## src/hdl/sbi_pkg.sv

```systemverilog
// Package for the spatial bin insert unit: sizes, codes, controller states and
// the command/status structs between controller and datapath. No dependencies.
package sbi_pkg;

    localparam int AXIS_BINS  = 16;
    localparam int MAX_POINTS = 4096;
    localparam int COORD_BITS = 20;

    localparam int BIN_W      = $clog2(AXIS_BINS);
    localparam int ADDR_W     = 3 * BIN_W;
    localparam int NUM_BINS   = AXIS_BINS * AXIS_BINS * AXIS_BINS;
    localparam int HEAD_W     = $clog2(MAX_POINTS) + 1;
    localparam int ID_W       = 12;
    localparam int SIZE_W     = 16;
    localparam int CNT_W      = 5;
    localparam int DIFF_W     = COORD_BITS + 1;
    localparam int LIMIT_W    = CNT_W + SIZE_W;
    localparam int WORK_W     = (DIFF_W > LIMIT_W) ? DIFF_W : LIMIT_W;
    localparam int STEP_W     = (BIN_W > 1) ? $clog2(BIN_W) : 1;
    localparam int CFG_IDX_W  = 3;
    localparam int CFG_DATA_W = 20;
    localparam int STATUS_W   = 2;

    localparam logic [SIZE_W-1:0] SMALL_SIZE   = SIZE_W'(26);
    localparam logic [SIZE_W-1:0] DEFAULT_SIZE = SIZE_W'(1280);

    localparam logic [CFG_IDX_W-1:0] CFG_GRID_MIN_X = 3'd0;
    localparam logic [CFG_IDX_W-1:0] CFG_GRID_MIN_Y = 3'd1;
    localparam logic [CFG_IDX_W-1:0] CFG_GRID_MIN_Z = 3'd2;
    localparam logic [CFG_IDX_W-1:0] CFG_BIN_SIZE   = 3'd3;
    localparam logic [CFG_IDX_W-1:0] CFG_BINS_X     = 3'd4;
    localparam logic [CFG_IDX_W-1:0] CFG_BINS_Y     = 3'd5;
    localparam logic [CFG_IDX_W-1:0] CFG_BINS_Z     = 3'd6;

    localparam logic OP_INSERT = 1'b0;
    localparam logic OP_CLEAR  = 1'b1;

    localparam logic [STATUS_W-1:0] STATUS_INSERTED = 2'd0;
    localparam logic [STATUS_W-1:0] STATUS_DROPPED  = 2'd1;
    localparam logic [STATUS_W-1:0] STATUS_CLEARED  = 2'd2;

    localparam logic [1:0] AXIS_X = 2'd0;
    localparam logic [1:0] AXIS_Y = 2'd1;
    localparam logic [1:0] AXIS_Z = 2'd2;

    typedef enum logic [3:0] {
        ST_INIT_SWEEP,
        ST_IDLE,
        ST_SETUP,
        ST_CHECK,
        ST_DIV,
        ST_READ,
        ST_WRITE,
        ST_CLEAR_SWEEP,
        ST_DONE
    } t_state;

    typedef struct packed {
        logic capture;
        logic setup;
        logic check;
        logic div_step;
        logic rd;
        logic wr;
        logic sweep_wr;
        logic load_out;
    } t_cmd;

    typedef struct packed {
        logic check_fail;
        logic step_last;
        logic axis_last;
        logic sweep_last;
        logic out_free;
    } t_stat;

endpackage

```

## src/hdl/sbi_ctrl.sv

```systemverilog
// Controller for the spatial bin insert unit: sequences sweep, per-axis
// divide, head-table update and result hand-off. Depends on sbi_pkg.
module sbi_ctrl
    import sbi_pkg::*;
(
    input  logic i_clk,
    input  logic i_rst_n,
    input  logic i_in_valid,
    input  logic i_operation,
    input  t_stat i_stat,
    output logic o_in_ready,
    output t_cmd o_cmd
);

    t_state r_state;
    t_state n_state;

    always_ff @(posedge i_clk) begin
        if (!i_rst_n) begin
            r_state <= ST_INIT_SWEEP;
        end else begin
            r_state <= n_state;
        end
    end

    always_comb begin
        n_state    = r_state;
        o_cmd      = '0;
        o_in_ready = 1'b0;
        case (r_state)
            ST_INIT_SWEEP: begin
                o_cmd.sweep_wr = 1'b1;
                if (i_stat.sweep_last) begin
                    n_state = ST_IDLE;
                end
            end
            ST_IDLE: begin
                o_in_ready = 1'b1;
                if (i_in_valid) begin
                    o_cmd.capture = 1'b1;
                    n_state = (i_operation == OP_CLEAR) ? ST_CLEAR_SWEEP : ST_SETUP;
                end
            end
            ST_SETUP: begin
                o_cmd.setup = 1'b1;
                n_state = ST_CHECK;
            end
            ST_CHECK: begin
                o_cmd.check = 1'b1;
                n_state = i_stat.check_fail ? ST_DONE : ST_DIV;
            end
            ST_DIV: begin
                o_cmd.div_step = 1'b1;
                if (i_stat.step_last) begin
                    n_state = i_stat.axis_last ? ST_READ : ST_SETUP;
                end
            end
            ST_READ: begin
                o_cmd.rd = 1'b1;
                n_state = ST_WRITE;
            end
            ST_WRITE: begin
                o_cmd.wr = 1'b1;
                n_state = ST_DONE;
            end
            ST_CLEAR_SWEEP: begin
                o_cmd.sweep_wr = 1'b1;
                if (i_stat.sweep_last) begin
                    n_state = ST_DONE;
                end
            end
            ST_DONE: begin
                if (i_stat.out_free) begin
                    o_cmd.load_out = 1'b1;
                    n_state = ST_IDLE;
                end
            end
            default: begin
                n_state = ST_IDLE;
            end
        endcase
    end

    a_wr_after_rd: assert property (@(posedge i_clk) disable iff (!i_rst_n)
        o_cmd.wr |-> $past(o_cmd.rd))
        else $error("head write without preceding read");

    a_fail_skips_div: assert property (@(posedge i_clk) disable iff (!i_rst_n)
        (o_cmd.check && i_stat.check_fail) |=> !o_cmd.div_step && !o_cmd.rd)
        else $error("dropped point entered divide or table access");

    a_ready_only_idle: assert property (@(posedge i_clk) disable iff (!i_rst_n)
        o_in_ready |-> (r_state == ST_IDLE))
        else $error("input ready outside idle");

endmodule

```

## config.mk

```make
export PLATFORM = sky130hd
export DESIGN_NAME = sbi_ctrl
export DESIGN_NICKNAME = d
export VERILOG_FILES = /design/src/hdl/sbi_pkg.sv /design/src/hdl/sbi_ctrl.sv
export SDC_FILE = /design/constraint.sdc
export NUM_CORES = 1
export LEC_CHECK = 0
export BUFFER_PORTS_ARGS = -buffer_cell sky130_fd_sc_hd__buf_2
export CORE_AREA = 5 5 42 44
export CTS_CLUSTER_SIZE = 25
export DETAILED_ROUTE_END_ITERATION = 10
export DIE_AREA = 0 0 47 49
export PLACE_DENSITY_LB_ADDON = 0.12
export REMOVE_ABC_BUFFERS = 1
export SETUP_SLACK_MARGIN = 0.02
export SYNTH_ARGS = -nofsm -noshare
export SYNTH_HDL_FRONTEND = slang
export SYNTH_SLANG_ARGS = --single-unit
```

## constraint.sdc

```tcl
create_clock -name i_clk -period 3.5 [get_ports i_clk]
set_input_delay 0.175 -clock i_clk [delete_from_list [all_inputs] [get_ports i_clk]]
set_output_delay 0.175 -clock i_clk [all_outputs]
set_load 0.01 [all_outputs]
```

==> results_dict.tcl, run 1 <==
set metrics [dict create \
    seqPwrFrac_pct 33.0 \
    outcome "finished, final reports clean" \
    numPlacedInstances 89 \
    wl_met1_um 535 \
    grt_max_degree 18 \
    drive_above_1_share_pct 28.9 \
    fin_ws_ns 1.87 \
    clock-root-buffer "clkbuf_4" \
    io_pins 18 \
    synth_most_common_cell "nor3_1" \
    grt_pass1_vias 404 \
    synthMuxAreaShare_pct 4.94 \
    hold_class "in -> reg" \
    netSwitchingFraction_pct 41.0 \
    tightest_slew_ns 0.484 \
    p_clk_share_pct 23.6 \
    synth.ff_latch_count 4 \
    fin_crit_ns 1.63 \
    htreeDepth 1 \
    synth_top_family_by_area "simple AND/OR/NAND/NOR gates" \
    die-area_um2 2300 \
    synthTopCellsByCount "7 x nor3_1, 6 x nand2_1, 6 x nor2_1, 6 x o21ai_0" \
    maxCapViolCount 0 \
    cts_buffers 3 \
    largest_reg_flops 4 \
    track_usage_pct 10.4 \
    slowest_delay_ns 0.61 \
    synth_top_flop_cell "dfxtp_1" \
    powerDensity_nw_per_um2 467 \
    rsz0062_at_grt "false" \
    vias 481 \
    slew_viol_final 0 \
    drc 0 \
    pwr-share-comb_pct 43.4 \
    power.internal_w 0.000140 \
    synth_xor_area_share_pct 0 \
    final_area_um2 508 \
    drt_first_pass_iters 4 \
    critPathLaunchType "flip-flop" \
    synthAdderAreaFrac_pct 0 \
    cp.required_ns 3.32 \
    avgSynthCellArea_um2 6.76 \
    ys_warn_count 0 \
    clkTransAtPathRegs_ns 0.04 \
    synth_edf_count 0 \
    rows 14 \
    p_leak_nw 0.227 \
    cts_resized 0 \
    die_w_um 47 \
    cp_max_fo 17 \
    p_switching_w 0.0000973 \
    finalSetupTns_ns 0 \
    syn_area_um2 405 \
    cp_slowest_cell "dfxtp_1" \
    cp_cell_sequence "nand2b_1 > nor3_1 > and2_1 > buf_2" \
    clock_sinks 4 \
    wire_per_inst_um 11.8 \
    place_ws_ns 1.93 \
    top_layer "met3" \
    clock_latency_ns 0.23 \
    port_buffers 17 \
    setup_violations 0 \
    holdBufCountCts 0 \
    diodes 0 \
    antenna_found_initial 0 \
    top_register "r_state" \
    grt_pass1_wl_mm 1.77 \
    synth.distinct_cells 23 \
    vdd_drop_max_uv 198 \
    worstPathArrival_ns 1.45 \
    via_per_inst 5.23 \
    ant_nets 0 \
    met2_wirelength_um 454 \
    cts_setup_buffers 0 \
    place_area_um2 485 \
    area_delta_synth_final_pct 25.3 \
    timing.hold.ws_ns 0.220 \
    initial_core_util_pct 28.9 \
    critPathCaptureType "output port" \
    drtIter0Drc 7 \
    syn_inst 60 \
    fmax_mhz 614 \
    clock_skew_ns 0.00562 \
    yosys-top-cells-area "dfxtp_1 20%, nor3_1 8.6%, o21ai_0 7.4%" \
    cts_tree "done" \
    synth_top_cell_by_area "dfxtp_1" \
    wl_mm 1.08 \
    largest_registers "r_state x4" \
    synth_compound_area_share_pct 24.4 \
    synth_top_area_share_pct 19.8 \
    cts_buffer_depth 2 \
    criticalPathCategory "reg -> out" \
    final_cells 92 \
    hold_violations 0 \
    nets 87 \
    fin_crit_sh_pct 46.6 \
    synthArstFlopShare_pct 0 \
    core-area_um2 1400 \
    grt_overflow 0 \
    die_height_um 49 \
    place_hpwl_um 819 \
    gp_congestion 0.739 \
    met3WireLength_um 94 \
    ys_seq_area_share_pct 19.8 \
    maxSlewHeadroom_pct 67.7 \
    fillers 161 \
    yosys.area_share.simple_pct 42.9 \
]
per-stage QoR:
stage               util (%)  total power [W]
floorplan                  -         0.000144
CTS                     36.3         0.000242
finish                  36.3         0.000237
global route            36.3         0.000262
global placement        34.6         0.000185
detailed placement      34.6         0.000183
metal layers:
layer	up-vias	track usage, %
li1	254	-
met1	206	15.3
met2	21	14.3
met3	0	4.43
met4	0	1.38
met5	-	0
placed cells by master, fill, tap and decap left out, drive strengths merged, types with 2 or more instances in the layout:
| master | n |
|---|---|
| a21oi | 4 |
| buf | 17 |
| clkbuf | 3 |
| dfxtp | 4 |
| inv | 2 |
| mux2i | 2 |
| nand2 | 6 |
| nand2b | 4 |
| nand4 | 2 |
| nor2 | 6 |
| nor3 | 7 |
| nor3b | 3 |
| o21ai | 6 |
worst paths after layout:
path,endpoint,depth (start not counted),slack (ns),from
hold / removal,r_state[0]$_SDFFE_PN0P_,3,0.22,i_rst_n
hold reg to reg,r_state[2]$_SDFFE_PN0P_,2,0.67,r_state[2]$_SDFFE_PN0P_
setup / recovery,o_cmd[7],4,1.87,r_state[2]$_SDFFE_PN0P_
setup reg to reg,r_state[0]$_SDFFE_PN0P_,4,1.94,r_state[2]$_SDFFE_PN0P_
layout make-up:
class | count | area (um^2) | share of cell area [%]
inverters | 2 | 7.51 | 1.48
flip-flops and latches | 4 | 80.1 | 15.8
repair buffers | 17 | 85.1 | 16.7
multi-input cells | 50 | 293 | 57.6
well taps | 16 | 20.0 | 3.94
clock buffers | 3 | 22.5 | 4.43
logic make-up (layout without fill, tap and decap cells):
family / Yosys count / count (layout)
and+or+nand+nor: 33 / 33
AOI/OAI and AO/OA: 15 / 15
buffers and inverters: 6 / 22
DFF: 4 / 4
muxes: 2 / 2
critical path, delay by kind of cell (launching register included):
family | cells | cell delay [ns]
DFF | 1 | 0.61
and+or+nand+nor | 3 | 0.49
buffers and inverters | 1 | 0.13
power groups by stage:
| stage | sequential [W] | combinational, W | clock [W] |
|---|---|---|---|
| 6_report | 0.0000784 | 0.000103 | 0.0000559 |
| 5_1_grt | 0.0000816 | 0.000117 | 0.0000636 |
| 4_1_cts | 0.0000786 | 0.000104 | 0.0000596 |
| 3_5_place_dp | 0.0000791 | 0.000104 | 0 |
| 3_3_place_gp | 0.0000796 | 0.000105 | 0 |
| 2_1_floorplan | 0.0000716 | 0.0000726 | 0 |
(Power assumes the default switching activity.)
==> inputs of run 2 (changes only) <==
- clock period: 3.5 -> 1.6 ns (I/O delays scaled with it)
==> results_dict.tcl, run 2 (synthesis gave the netlist of run 1 again) <==
set metrics [dict create \
    diodes 0 \
    slew_viol_final 0 \
    numPlacedInstances 93 \
    seqPwrFrac_pct 29.4 \
    tightest_slew_ns 0.274 \
    grt_pass1_wl_mm 1.87 \
    wire_per_inst_um 12.3 \
    grt_max_degree 15 \
    final_common_cell "buf_2" \
    ant_nets 0 \
    critPathLaunchType "flip-flop" \
    p_leak_nw 0.247 \
    cts_buffer_depth 2 \
    drc 0 \
    nets 91 \
    grt_pass1_vias 445 \
    htreeDepth 1 \
    worstPathArrival_ns 1.41 \
    mostFrequentLayoutCells "17 x buf_2, 7 x nor3_1, 6 x nand2_1, 6 x nor2_1, 6 x o21ai_0" \
    outcome "finished, final reports clean" \
    rsz0062_at_grt "false" \
    critPathCaptureType "output port" \
    io_pins 18 \
    die_w_um 47 \
    maxCapViolCount 0 \
    criticalPathCategory "reg -> out" \
    setup_violations 0 \
    place_area_um2 515 \
    fin_crit_sh_pct 93.1 \
    drtIter0Drc 7 \
    initial_core_util_pct 28.9 \
    top_register "r_state" \
    clock_latency_ns 0.24 \
    wl_mm 1.18 \
    fmax_mhz 671 \
    via_per_inst 5.14 \
    pwr-share-comb_pct 47.0 \
    drt_first_pass_iters 4 \
    cp.required_ns 1.52 \
    finalSetupTns_ns 0 \
    cts_buffers 3 \
    cts_tree "done" \
    final_area_um2 541 \
    largest_registers "r_state x4" \
    port_buffers 17 \
    final_cells 96 \
    clock-root-buffer "clkbuf_4" \
    cp_max_fo 12 \
    hold_class "in -> reg" \
    largest_reg_flops 4 \
    p_switching_w 0.000221 \
    power.internal_w 0.000323 \
    clock_skew_ns 0.00224 \
    track_usage_pct 11.3 \
    vdd_drop_max_uv 455 \
    antenna_found_initial 0 \
    gp_congestion 0.703 \
    core-area_um2 1400 \
    place_hpwl_um 927 \
    die_height_um 49 \
    netSwitchingFraction_pct 40.7 \
    p_clk_share_pct 23.6 \
    area_delta_synth_final_pct 33.3 \
    vias 493 \
    cts_setup_buffers 0 \
    fillers 179 \
    clkTransAtPathRegs_ns 0.04 \
    drive_above_1_share_pct 35.0 \
    maxSlewHeadroom_pct 81.5 \
    rows 14 \
    die-area_um2 2300 \
    clock_sinks 4 \
    grt_overflow 0 \
    powerDensity_nw_per_um2 1010 \
    fin_crit_ns 1.49 \
    hold_violations 0 \
]
run 2: stage by stage:
step	power [W]	worst slack [ns]	hold slack [ns]	util, %
6_report	0.000544	0.111	0.120	38.6
5_1_grt	0.000596	0.0473	0.110	38.6
4_1_cts	0.000548	0.0268	0.127	38.4
3_5_place_dp	0.000417	0.0999	0.372	36.8
3_3_place_gp	0.000420	0.167	0.372	36.8
2_1_floorplan	0.000315	0.199	0.198	-
run 2: final cells by class:
| type | instances | area (um^2) | share of cell area (%) |
|---|---|---|---|
| Multi-Input combinational cell | 50 | 293 | 54.2 |
| Timing Repair Buffer | 21 | 115 | 21.3 |
| Sequential cell | 4 | 82.6 | 15.3 |
| Clock buffer | 3 | 22.5 | 4.17 |
| Inverter | 2 | 7.51 | 1.39 |
| Tap cell | 16 | 20.0 | 3.70 |
run 2: critical path: stages, from the launching register on:
cell      delay [ns]
dfxtp_2         0.37
buf_4           0.17
nand2b_1        0.19
nor3_1          0.18
and2_1          0.14
buf_2           0.12
run 2: timing repair:
action | in CTS | in global routing
resized for setup | 0 | 2
hold buffers | 0 | 0
endpoints found under the setup margin | 0 | 2
run 2: power groups by stage:
stage / Combinational (W) / Clock [W] / Sequential [W]
after floorplan: 0.000159 / 0 / 0.000157
after global placement: 0.000262 / 0 / 0.000158
after detailed placement: 0.000258 / 0 / 0.000159
after CTS: 0.000259 / 0.000131 / 0.000157
after global routing: 0.000284 / 0.000145 / 0.000167
final: 0.000256 / 0.000128 / 0.000160
run 2: layer usage:
| metal | wire length (um) | GRT usage (%) | vias up | share of wire, % |
|---|---|---|---|---|
| li1 | - | - | 257 | - |
| met5 | 0 | 0 | - | 0 |
| met1 | 575 | 15.1 | 219 | 49 |
| met3 | 81 | 3.32 | 0 | 6.9 |
| met2 | 519 | 15.4 | 17 | 44 |
| met4 | 0 | 6.91 | 0 | 0 |
run 2: path summary, 6_finish.rpt:
kind | from | endpoint | slack (ns) | cells past startpoint
max | r_state[2]$_SDFFE_PN0P_ | o_cmd[7] | 0.11 | 5
min | i_rst_n | r_state[0]$_SDFFE_PN0P_ | 0.12 | 3
max reg2reg | r_state[2]$_SDFFE_PN0P_ | r_state[0]$_SDFFE_PN0P_ | 0.19 | 4
min reg2reg | r_state[2]$_SDFFE_PN0P_ | r_state[2]$_SDFFE_PN0P_ | 0.55 | 2
